### config.mk
export PLATFORM = sky130hd
export DESIGN_NAME = circular_list_cursor_engine_core
export DESIGN_NICKNAME = d
export VERILOG_FILES = /design/src/hw/rtl/clce_pkg.sv /design/src/hw/rtl/clce_ram.sv /design/src/hw/rtl/clce_ctrl.sv /design/src/hw/rtl/clce_dp.sv /design/src/hw/rtl/circular_list_cursor_engine_core.sv
export SDC_FILE = /design/constraint.sdc
export NUM_CORES = 2
export LEC_CHECK = 0
export ABC_CLOCK_PERIOD_IN_PS = 7300
export BUFFER_PORTS_ARGS = -buffer_cell sky130_fd_sc_hd__buf_2
export CORE_AREA = 5 5 724 726
export CTS_BUF_LIST = sky130_fd_sc_hd__clkbuf_4 sky130_fd_sc_hd__clkbuf_8 sky130_fd_sc_hd__clkbuf_16
export DETAILED_ROUTE_END_ITERATION = 8
export DIE_AREA = 0 0 729 731
export GPL_TIMING_DRIVEN = 0
export PLACE_DENSITY = 0.41
export SYNTH_ARGS = -nofsm -noshare
export SYNTH_HDL_FRONTEND = slang
export SYNTH_SLANG_ARGS = --single-unit
### constraint.sdc
create_clock -name clk -period 7.3 [get_ports clk]
set_input_delay 0.365 -clock clk [delete_from_list [all_inputs] [get_ports clk]]
set_output_delay 0.365 -clock clk [all_outputs]
set_load 0.03 [all_outputs]
### src/hw/rtl/clce_pkg.sv
// Package with command, status and controller types of the list cursor engine.
package clce_pkg;
    typedef enum logic [2:0] {
        KIND_INS_BEFORE = 3'd0,
        KIND_INS_AFTER  = 3'd1,
        KIND_DELETE     = 3'd2,
        KIND_ADVANCE    = 3'd3,
        KIND_SEARCH     = 3'd4,
        KIND_CLEAR      = 3'd5
    } kind_t;

    typedef enum logic [1:0] {
        ST_OK       = 2'd0,
        ST_EMPTY    = 2'd1,
        ST_FULL     = 2'd2,
        ST_NOTFOUND = 2'd3
    } status_t;

    typedef enum logic [3:0] {
        S_IDLE,
        S_DECODE,
        S_INS_RD,
        S_INS_WR,
        S_INS_FIX,
        S_DEL_RD,
        S_DEL_WR,
        S_MOD,
        S_WALK,
        S_SRCH,
        S_FIN_RD,
        S_FIN,
        S_OUT
    } state_t;

    // Commands from the controller to the datapath.
    typedef struct packed {
        logic load;       // capture the input item
        logic ins_wr;     // take a free node, write its value and own links
        logic ins_fix;    // patch the neighbor links and move the cursor
        logic del_wr;     // unlink the current node and recycle it
        logic mod_start;  // start step modulo reduction
        logic mod_step;   // one restoring subtract step
        logic walk_step;  // move cursor one link, alternating read and move phases
        logic srch_start; // start the search at the cursor
        logic srch_step;  // read, then compare and move
        logic do_clear;   // reset pool bookkeeping
        logic out_load;   // load output register
        status_t st;      // status for output
    } dp_cmd_t;

    // Status from the datapath to the controller.
    typedef struct packed {
        logic    empty;
        logic    full;
        logic    mod_done;
        logic    walk_done;
        logic    srch_hit;
        logic    srch_done;
        kind_t   kind;
    } dp_stat_t;
endpackage

### src/hw/rtl/clce_ram.sv
// Generic single write, single read RAM with registered read data.
module clce_ram #(
    parameter int WIDTH = 8,
    parameter int DEPTH = 64
) (
    input  logic                     clk,
    input  logic                     we,
    input  logic [$clog2(DEPTH)-1:0] waddr,
    input  logic [WIDTH-1:0]         wdata,
    input  logic [$clog2(DEPTH)-1:0] raddr,
    output logic [WIDTH-1:0]         rdata
);
    logic [WIDTH-1:0] mem [DEPTH];

    always_ff @(posedge clk)
    begin
        if (we)
        begin
            mem[waddr] <= wdata;
        end
        rdata <= mem[raddr];
    end
endmodule

### src/hw/rtl/clce_ctrl.sv
// Controller state machine of the list cursor engine.
module clce_ctrl (
    input  logic              clk,
    input  logic              rst_n,
    input  logic              in_valid,
    output logic              in_stall,
    input  logic              out_valid,
    input  logic              out_stall,
    input  clce_pkg::dp_stat_t stat,
    output clce_pkg::dp_cmd_t  cmd
);
    clce_pkg::state_t state_reg, state_next;
    clce_pkg::status_t st_reg, st_next;

    always_ff @(posedge clk or negedge rst_n)
    begin
        if (!rst_n)
        begin
            state_reg <= clce_pkg::S_IDLE;
            st_reg    <= clce_pkg::ST_OK;
        end
        else
        begin
            state_reg <= state_next;
            st_reg    <= st_next;
        end
    end

    // Next state.
    always_comb
    begin
        state_next = state_reg;
        st_next    = st_reg;
        unique case (state_reg)
            clce_pkg::S_IDLE:
            begin
                if (in_valid)
                begin
                    state_next = clce_pkg::S_DECODE;
                end
            end
            clce_pkg::S_DECODE:
            begin
                st_next    = clce_pkg::ST_OK;
                state_next = clce_pkg::S_FIN_RD;
                unique case (stat.kind)
                    clce_pkg::KIND_INS_BEFORE, clce_pkg::KIND_INS_AFTER:
                    begin
                        if (stat.full)
                        begin
                            st_next = clce_pkg::ST_FULL;
                        end
                        else
                        begin
                            state_next = clce_pkg::S_INS_RD;
                        end
                    end
                    clce_pkg::KIND_DELETE, clce_pkg::KIND_ADVANCE, clce_pkg::KIND_SEARCH:
                    begin
                        if (stat.empty)
                        begin
                            st_next = clce_pkg::ST_EMPTY;
                        end
                        else if (stat.kind == clce_pkg::KIND_DELETE)
                        begin
                            state_next = clce_pkg::S_DEL_RD;
                        end
                        else if (stat.kind == clce_pkg::KIND_ADVANCE)
                        begin
                            state_next = clce_pkg::S_MOD;
                        end
                        else
                        begin
                            state_next = clce_pkg::S_SRCH;
                        end
                    end
                    default:
                    begin
                    end
                endcase
            end
            clce_pkg::S_INS_RD:  state_next = clce_pkg::S_INS_WR;
            clce_pkg::S_INS_WR:  state_next = clce_pkg::S_INS_FIX;
            clce_pkg::S_INS_FIX: state_next = clce_pkg::S_FIN_RD;
            clce_pkg::S_DEL_RD:  state_next = clce_pkg::S_DEL_WR;
            clce_pkg::S_DEL_WR:  state_next = clce_pkg::S_FIN_RD;
            clce_pkg::S_MOD:
            begin
                if (stat.mod_done)
                begin
                    state_next = clce_pkg::S_WALK;
                end
            end
            clce_pkg::S_WALK:
            begin
                if (stat.walk_done)
                begin
                    state_next = clce_pkg::S_FIN_RD;
                end
            end
            clce_pkg::S_SRCH:
            begin
                if (stat.srch_hit)
                begin
                    state_next = clce_pkg::S_FIN_RD;
                end
                else if (stat.srch_done)
                begin
                    st_next    = clce_pkg::ST_NOTFOUND;
                    state_next = clce_pkg::S_FIN_RD;
                end
            end
            clce_pkg::S_FIN_RD: state_next = clce_pkg::S_FIN;
            clce_pkg::S_FIN:    state_next = clce_pkg::S_OUT;
            clce_pkg::S_OUT:
            begin
                if (!out_valid || !out_stall)
                begin
                    state_next = clce_pkg::S_IDLE;
                end
            end
            default: state_next = clce_pkg::S_IDLE;
        endcase
    end

    // Outputs.
    always_comb
    begin
        cmd           = '0;
        cmd.st        = st_reg;
        in_stall      = (state_reg != clce_pkg::S_IDLE);
        cmd.load      = (state_reg == clce_pkg::S_IDLE) && in_valid;
        unique case (state_reg)
            clce_pkg::S_DECODE:
            begin
                cmd.do_clear   = (stat.kind == clce_pkg::KIND_CLEAR);
                cmd.mod_start  = (stat.kind == clce_pkg::KIND_ADVANCE);
                cmd.srch_start = (stat.kind == clce_pkg::KIND_SEARCH);
            end
            clce_pkg::S_INS_WR:  cmd.ins_wr    = 1'b1;
            clce_pkg::S_INS_FIX: cmd.ins_fix   = 1'b1;
            clce_pkg::S_DEL_WR:  cmd.del_wr    = 1'b1;
            clce_pkg::S_MOD:     cmd.mod_step  = 1'b1;
            clce_pkg::S_WALK:    cmd.walk_step = 1'b1;
            clce_pkg::S_SRCH:    cmd.srch_step = 1'b1;
            clce_pkg::S_OUT:     cmd.out_load  = !out_valid || !out_stall;
            default:
            begin
            end
        endcase
    end
endmodule

### src/hw/rtl/clce_dp.sv
// Datapath of the list cursor engine: node memories, free stack, cursor, walk units.
module clce_dp #(
    parameter int CAPACITY   = 64,
    parameter int VALUE_BITS = 32,
    parameter int STEP_BITS  = 16,
    localparam int AW = $clog2(CAPACITY),
    localparam int CW = $clog2(CAPACITY + 1),
    localparam int DW = STEP_BITS + CW,
    localparam int SW = $clog2(STEP_BITS)
) (
    input  logic                  clk,
    input  logic                  rst_n,
    input  logic [2:0]            kind,
    input  logic [VALUE_BITS-1:0] tag_value,
    input  logic [STEP_BITS-1:0]  step_count,
    input  clce_pkg::dp_cmd_t     cmd,
    output clce_pkg::dp_stat_t    stat,
    output logic                  out_valid,
    input  logic                  out_stall,
    output logic [1:0]            status,
    output logic [VALUE_BITS-1:0] current_value,
    output logic                  current_valid,
    output logic [CW-1:0]         element_count
);
    logic [2:0]            kind_reg;
    logic [VALUE_BITS-1:0] tag_reg;
    logic                  neg_reg;
    logic [STEP_BITS-1:0]  rem_reg, rem_next;    // magnitude being reduced
    logic [DW-1:0]         divs_reg;             // element count shifted under rem_reg
    logic [SW-1:0]         sh_reg;
    logic [CW-1:0]         walk_reg;             // steps left, or nodes visited
    logic                  ph_reg;               // read phase of a walk or search step
    logic [AW-1:0]         cur_reg, node_reg, nb_reg;
    logic                  fix_reg;
    logic [CW-1:0]         fresh_reg;            // nodes handed out fresh since clear
    logic [CW-1:0]         rtop_reg;             // nodes on the recycle stack
    logic [CW-1:0]         total_reg;

    // Memories: values, next, prev, recycle stack.
    logic                  v_we, n_we, p_we, f_we;
    logic [AW-1:0]         v_wa, n_wa, p_wa, f_wa, v_ra, n_ra, p_ra, f_ra;
    logic [VALUE_BITS-1:0] v_wd, v_rd;
    logic [AW-1:0]         n_wd, p_wd, f_wd, n_rd, p_rd, f_rd;

    clce_ram #(.WIDTH(VALUE_BITS), .DEPTH(CAPACITY)) u_val (.clk, .we(v_we), .waddr(v_wa),
        .wdata(v_wd), .raddr(v_ra), .rdata(v_rd));
    clce_ram #(.WIDTH(AW), .DEPTH(CAPACITY)) u_nxt (.clk, .we(n_we), .waddr(n_wa),
        .wdata(n_wd), .raddr(n_ra), .rdata(n_rd));
    clce_ram #(.WIDTH(AW), .DEPTH(CAPACITY)) u_prv (.clk, .we(p_we), .waddr(p_wa),
        .wdata(p_wd), .raddr(p_ra), .rdata(p_rd));
    clce_ram #(.WIDTH(AW), .DEPTH(CAPACITY)) u_fre (.clk, .we(f_we), .waddr(f_wa),
        .wdata(f_wd), .raddr(f_ra), .rdata(f_rd));

    // Allocate from the recycle stack first, else the next never used node.
    // The stack only ever holds written entries, so no clearing pass is needed.
    logic [AW-1:0] new_node;
    assign new_node = (rtop_reg != '0) ? f_rd : AW'(fresh_reg);

    logic srch_hit;
    assign srch_hit = (v_rd == tag_reg);

    always_comb
    begin
        v_we = 1'b0; n_we = 1'b0; p_we = 1'b0; f_we = 1'b0;
        v_wa = new_node; n_wa = new_node; p_wa = new_node; f_wa = AW'(rtop_reg);
        v_wd = tag_reg; n_wd = new_node; p_wd = new_node; f_wd = cur_reg;
        v_ra = cur_reg; n_ra = cur_reg; p_ra = cur_reg; f_ra = AW'(rtop_reg - CW'(1));
        if (cmd.srch_step)
        begin
            v_ra = node_reg;
            n_ra = node_reg;
        end
        if (cmd.ins_wr)
        begin
            v_we = 1'b1;
            n_we = 1'b1;
            p_we = 1'b1;
            if (total_reg == '0)
            begin
                n_wd = new_node;
                p_wd = new_node;
            end
            else if (kind_reg == clce_pkg::KIND_INS_AFTER)
            begin
                n_wd = n_rd;
                p_wd = cur_reg;
            end
            else
            begin
                n_wd = cur_reg;
                p_wd = p_rd;
            end
        end
        if (cmd.ins_fix && fix_reg)
        begin
            n_we = 1'b1;
            p_we = 1'b1;
            n_wd = node_reg;
            p_wd = node_reg;
            if (kind_reg == clce_pkg::KIND_INS_AFTER)
            begin
                p_wa = nb_reg;
                n_wa = cur_reg;
            end
            else
            begin
                n_wa = nb_reg;
                p_wa = cur_reg;
            end
        end
        if (cmd.del_wr)
        begin
            // prev[next] = prev, next[prev] = next, push the node
            p_we = 1'b1; p_wa = n_rd; p_wd = p_rd;
            n_we = 1'b1; n_wa = p_rd; n_wd = n_rd;
            f_we = 1'b1;
        end
    end

    always_ff @(posedge clk or negedge rst_n)
    begin
        if (!rst_n)
        begin
            fresh_reg <= '0;
            rtop_reg  <= '0;
            total_reg <= '0;
            cur_reg   <= '0;
            out_valid <= 1'b0;
        end
        else
        begin
            if (cmd.out_load)
            begin
                out_valid <= 1'b1;
            end
            else if (!out_stall)
            begin
                out_valid <= 1'b0;
            end
            if (cmd.do_clear && total_reg != '0)
            begin
                fresh_reg <= '0;
                rtop_reg  <= '0;
                total_reg <= '0;
                cur_reg   <= '0;
            end
            if (cmd.ins_wr)
            begin
                if (rtop_reg != '0)
                begin
                    rtop_reg <= rtop_reg - CW'(1);
                end
                else
                begin
                    fresh_reg <= fresh_reg + CW'(1);
                end
                total_reg <= total_reg + CW'(1);
            end
            if (cmd.ins_fix)
            begin
                cur_reg <= node_reg;
            end
            if (cmd.del_wr)
            begin
                rtop_reg  <= rtop_reg + CW'(1);
                total_reg <= total_reg - CW'(1);
                cur_reg   <= (total_reg == CW'(1)) ? '0 : p_rd;
            end
            if (cmd.walk_step && walk_reg != '0 && ph_reg)
            begin
                cur_reg <= neg_reg ? p_rd : n_rd;
            end
            if (cmd.srch_step && ph_reg && srch_hit)
            begin
                cur_reg <= node_reg;
            end
        end
    end

    always_ff @(posedge clk)
    begin
        if (cmd.load)
        begin
            kind_reg <= kind;
            tag_reg  <= tag_value;
            neg_reg  <= step_count[STEP_BITS-1];
            rem_reg  <= step_count[STEP_BITS-1] ? (~step_count + STEP_BITS'(1)) : step_count;
        end
        if (cmd.ins_wr)
        begin
            node_reg <= new_node;
            nb_reg   <= (kind_reg == clce_pkg::KIND_INS_AFTER) ? n_rd : p_rd;
            fix_reg  <= (total_reg != '0);
        end
        if (cmd.mod_start)
        begin
            // Align divisor under the magnitude: start at the top bit.
            divs_reg <= DW'(total_reg) << (STEP_BITS - 1);
            sh_reg   <= '0;
            ph_reg   <= 1'b0;
        end
        if (cmd.mod_step)
        begin
            rem_reg  <= rem_next;
            divs_reg <= divs_reg >> 1;
            sh_reg   <= sh_reg + SW'(1);
            walk_reg <= CW'(rem_next);
        end
        if (cmd.walk_step && walk_reg != '0)
        begin
            if (ph_reg)
            begin
                walk_reg <= walk_reg - CW'(1);
            end
            ph_reg <= !ph_reg;
        end
        if (cmd.srch_start)
        begin
            node_reg <= cur_reg;
            walk_reg <= '0;
            ph_reg   <= 1'b0;
        end
        if (cmd.srch_step)
        begin
            ph_reg <= !ph_reg;
            if (ph_reg)
            begin
                node_reg <= n_rd;
                walk_reg <= walk_reg + CW'(1);
            end
        end
        if (cmd.out_load)
        begin
            status        <= cmd.st;
            current_valid <= (total_reg != '0);
            current_value <= (total_reg != '0) ? v_rd : '0;
            element_count <= total_reg;
        end
    end

    // Restoring reduction: one compare and subtract per cycle.
    always_comb
    begin
        rem_next = rem_reg;
        if (DW'(rem_reg) >= divs_reg)
        begin
            rem_next = STEP_BITS'(DW'(rem_reg) - divs_reg);
        end
    end

    assign stat.kind      = clce_pkg::kind_t'(kind_reg);
    assign stat.empty     = (total_reg == '0);
    assign stat.full      = (total_reg == CW'(CAPACITY));
    assign stat.mod_done  = (sh_reg == SW'(STEP_BITS - 1));
    assign stat.walk_done = (walk_reg == '0);
    assign stat.srch_hit  = ph_reg && srch_hit;
    assign stat.srch_done = ph_reg && (walk_reg == total_reg - CW'(1));
endmodule

### src/hw/rtl/circular_list_cursor_engine_core.sv
// Circular doubly linked list cursor engine: one command in, one result out.
// The list lives in a node pool of CAPACITY entries held in four small RAMs
// (values, next links, prev links, recycle stack), each with a registered
// read. One command is taken at a time. Insert runs through decode, a read
// of the links around the cursor, the write of the new node, the neighbor
// patch, and a read of the current value. Delete runs through decode, a
// read of the links, the unlink and a read of the current value. Clear, a
// full insert, an empty list and unused kinds go from decode to that read.
// Advance first reduces the step count modulo the element count with one
// restoring subtract per cycle, then walks one link per read and move
// phase pair. Search reads, then compares and moves on, one node at a time
// from the cursor until a hit or a full lap. The result sits in an output
// register until it is taken; a result still waiting there holds the next
// one back. Free nodes come from a recycle stack of deleted nodes first,
// then from a count of never used nodes, so no clearing pass runs after reset.
module circular_list_cursor_engine_core #(
    parameter int CAPACITY   = 64,
    parameter int VALUE_BITS = 32,
    parameter int STEP_BITS  = 16
) (
    input  logic                              clk,
    input  logic                              rst_n,
    input  logic                              in_valid,
    output logic                              in_stall,
    input  logic [2:0]                        kind,
    input  logic [VALUE_BITS-1:0]             tag_value,
    input  logic signed [STEP_BITS-1:0]       step_count,
    output logic                              out_valid,
    input  logic                              out_stall,
    output logic [1:0]                        status,
    output logic [VALUE_BITS-1:0]             current_value,
    output logic                              current_valid,
    output logic [$clog2(CAPACITY+1)-1:0]     element_count
);
    clce_pkg::dp_cmd_t  cmd;
    clce_pkg::dp_stat_t stat;

    clce_ctrl u_ctrl (
        .clk, .rst_n, .in_valid, .in_stall, .out_valid, .out_stall, .stat, .cmd
    );

    clce_dp #(.CAPACITY(CAPACITY), .VALUE_BITS(VALUE_BITS), .STEP_BITS(STEP_BITS)) u_dp (
        .clk, .rst_n, .kind, .tag_value, .step_count(STEP_BITS'(step_count)), .cmd, .stat,
        .out_valid, .out_stall, .status, .current_value, .current_valid, .element_count
    );
endmodule

==> flow_summary_export.csv <==
group,metric,value,unit
global_route,grt_util_all_layers,17.2,%
timing,final.period_utilization,91.5,%
status,failed_checks,"max-capacitance violations, max-slew violations",
cts,worstSkewPairLatency,1030,ps
floorplan,die-area,533000,um^2
place,gp_congestion,0.813,
cells_and_area,drive_above_1_share,23.3,%
floorplan,die_h,731,um
global_route,grt_max_degree,51,
cts,clock_path_buffers,4,
critical_path,reg2reg_depth,17,
place,hpwlAfterDp,328,mm
yosys,avgSynthCellArea,19.3,um^2
routing,avgViaCountPerCell,4.88,
yosys,yosysTopAreaCell,"edfxtp_1",
yosys,synth-edff-count,3328,
timing,holdWs,88.7,ps
cts,cts_buffers,374,
cts,post_cts_resized,0,
cells_and_area,syn2layout_area_growth,20.7,%
critical_path,cpLargestDelayFamily,"buffers and inverters",
timing,finalHoldViolations,0,
yosys,ys_async_sr_fraction,0.964,%
yosys,synth_flop_cell,"edfxtp_1",
cells_and_area,post-route-util,31.3,%
routing,dr.pass1.iters,6,
place,port_buffers,98,
critical_path,crit_cells,17,
yosys,synth.most_common_cell,"edfxtp_1",
critical_path,rrSetupSlack,620,ps
yosys,synth_top_area_share,74.6,%
yosys,synth-seq-cells,3424,
cts,postCtsSetupRepairBufs,0,
yosys,ys_types,74,
critical_path,slowest_delay,1040,ps
critical_path,rr_startpoint,"u_dp.rtop_reg[0]$_DFF_PN0_",
critical_path,crit_end,"u_dp.u_val.mem[6][8]$_DFFE_PP_",
cells_and_area,stdcell_area,162000,um^2
timing,worstMarginPinSlew,1510,ps
power_and_ir_drop,cellLeakagePower,0.0509,uW
routing,wl_per_cell,31.4,um
floorplan,ios,99,
timing,finalSetupViolations,0,
critical_path,critPathArrivalTime,7390,ps
cts,path_clk_slew,60,ps
cts,cts_root_buffer,"clkbuf_16",
global_route,overflow,0,
status,status,"complete, but fails checks",
cts,cts_tree,"done",
critical_path,end_kind,"flop",
critical_path,cp-startpoint,"u_dp.rtop_reg[0]$_DFF_PN0_",
cells_and_area,largest_reg_flops,2048,
critical_path,crit_required,8020,ps
routing,drt_iter0_drc,7844,
critical_path,crit_fanout,10,
timing,rsz0062_at_grt,"no",
cts,cts_sinks,3424,
critical_path,critical_path.most_common_cell,"buf_6",
yosys,yosysWarnings,0,
min_path,hold_path.class,"in -> async",
place,place_area,149000,um^2
floorplan,start_util,26.0,%
routing,drc_errors,0,
timing,slew_headroom,-3.72,%
critical_path,critPathLaunchType,"flop",
cells_and_area,num-nets-final,7802,
timing,fin_crit,6680,ps
job,drv_cap,3,
timing,layout_setup_ws,622,ps
timing,slew_viol_final,29,
floorplan,die_x,729,um
floorplan,rows,264,
global_route,grt_pass1_vias,73621,
yosys,ys_top_cells_by_area,"edfxtp_1 75%, mux4_2 12%, mux2i_1 2.0%",
cts,cts-htree-levels,5,
yosys,syn_nets,7041,
yosys,syn_area,134000,um^2
cells_and_area,instances_no_fill,14952,
routing,wirelength,469,mm
place,dpl.cell_count,14201,
critical_path,path_class,"reg -> reg",
yosys,ys_top_cells_by_count,"3328 x edfxtp_1, 722 x mux4_2, 675 x nand2_1",
timing,max_freq,0.150,GHz
routing,ant_nets,0,
critical_path,crit_chain,"clkbuf_1 > buf_1 > buf_1 > inv_1 > ha_1 > nand2b_1 > nor3_2 > buf_2 > mux2i_1 > nand2_1 > nor3_1 > nand2_1 > nor3_2 > buf_8 > buf_6 > buf_6 > buf_6",
routing,vias,72965,
yosys,synth.yosys.seq_area_share,76.2,%
critical_path,cp_slowest_cell,"mux2i_1",
cells_and_area,top_register,"u_dp.u_val.mem",
global_route,antenna_found_initial,51,
global_route,grt_pass1_wl,636,mm
critical_path,crit_buf_inv,9,
power_and_ir_drop,powerDensity,420,nW/um^2
critical_path,reg2reg_to,"u_dp.u_val.mem[6][8]$_DFFE_PP_",
power_and_ir_drop,vdd_drop_max,0.253,mV
timing,fin_skew,97.4,ps
yosys,synthCells,6958,
floorplan,coreArea,516000,um^2
place,pre_cts_slack,607,ps
metrics by stage:
| stage | total power, uW | TNS [ps] |
|---|---|---|
| 4_1_cts | 68700 | 0 |
| 5_1_grt | 70400 | 0 |
| 3_5_place_dp | 49300 | 0 |
| 3_3_place_gp | 48400 | -3729250 |
| 2_1_floorplan | 37800 | 0 |
| 6_report | 68000 | 0 |
power breakdown:
| group | internal [uW] | switching, uW | leakage, uW |
|---|---|---|---|
| sequential | 24200 | 729 | 0.0309 |
| combinational | 7860 | 15900 | 0.0138 |
| clock | 11200 | 8040 | 0.00615 |
per-layer routing:
layer,part of all wire (%),vias up,global-route usage [%]
li1,-,29879,-
met1,43,39765,23.7
met2,47,2671,28.1
met3,5.5,648,2.26
met4,3.6,2,5.38
met5,0.0028,-,0
cell type report:
type                            count  area (um^2)
Multi-Input combinational cell   3120        30800
Inverter                           34          128
Buffer                            380         1580
Timing Repair Buffer              385         6120
Sequential cell                  3424       102000
Antenna cell                       14         35.0
Clock inverter                    210         2130
Clock buffer                      469        10200
Fill cell                       49959       354000
Tap cell                         6916         8650
how the worst min path moves through the flow:
stage                                      endpoint  depth (start not counted)  slack (ps)                          start
CTS                      u_dp.tag_reg[24]$_DFFE_PP_                          2           7                  tag_value[24]
floorplan              u_ctrl.st_reg[0]$_DFFE_PN0P_                          0          70                          rst_n
global placement    u_dp.element_count[2]$_DFFE_PP_                          0         450  u_dp.total_reg[2]$_DFFE_PN0P_
detailed placement  u_dp.element_count[2]$_DFFE_PP_                          0         440  u_dp.total_reg[2]$_DFFE_PN0P_
global route             u_dp.tag_reg[24]$_DFFE_PP_                          2          50                  tag_value[24]
finish                   u_dp.out_valid$_DFFE_PN0P_                          2          90                          rst_n
logic make-up (layout without fill, tap and decap cells):
family | count (synthesis) | count (layout) | share of synthesized area [%]
buffers and inverters | 414 | 1478 | 1.26
adders and majority gates | 28 | 28 | 0.267
and+or+nand+nor | 1461 | 1461 | 4.79
muxes | 1010 | 1010 | 14.3
DFF | 3424 | 3424 | 76.2
xor gates and xnor gates | 81 | 81 | 0.530
other | 0 | 14 | 0
AOI/OAI and AO/OA | 540 | 540 | 2.69
worst reg2reg max path, stage by stage, from the launching register on:
cell and delay [ps]:
dfrtp_1 370, clkbuf_1 250, buf_1 660, buf_1 540, inv_1 190, ha_1 300
nand2b_1 210, nor3_2 130, buf_2 220, mux2i_1 1050, nand2_1 200, nor3_1 300
nand2_1 420, nor3_2 830, buf_8 250, buf_6 180, buf_6 170, buf_6 180
repair_timing:
item,4_1_cts,5_1_grt
endpoints found under the hold margin,88,0
endpoints found under the setup margin,0,0
hold buffers,58,0
cells in the final DEF (no fill, tap or decap), types with 42 or more instances in the layout:
master         synthesis  layout
clkinv_1               1      78
dfxtp_1               63      63
or4_1                 43      43
buf_16                 0      83
clkinv_2               0      58
xnor2_1               54      54
buf_2                 80     186
clkbuf_1             203     197
mux2i_1              273     270
mux4_2               722     722
nand2_1              675     675
o21ai_0               68      68
o22ai_1              158     158
dlygate4sd3_1          0      58
and3_1                77      77
a21oi_1               65      63
nor2_4                 0      62
buf_1                 89      81
buf_12                 0     124
clkbuf_16              0     379
nor2_1               350     288
nand3_1              180     180
clkbuf_4               0      78
a31oi_1               76      76
and2_1                42      42
edfxtp_1            3328    3328
a311oi_1              62      62
Note: power is estimated with default switching activity, not from simulation.
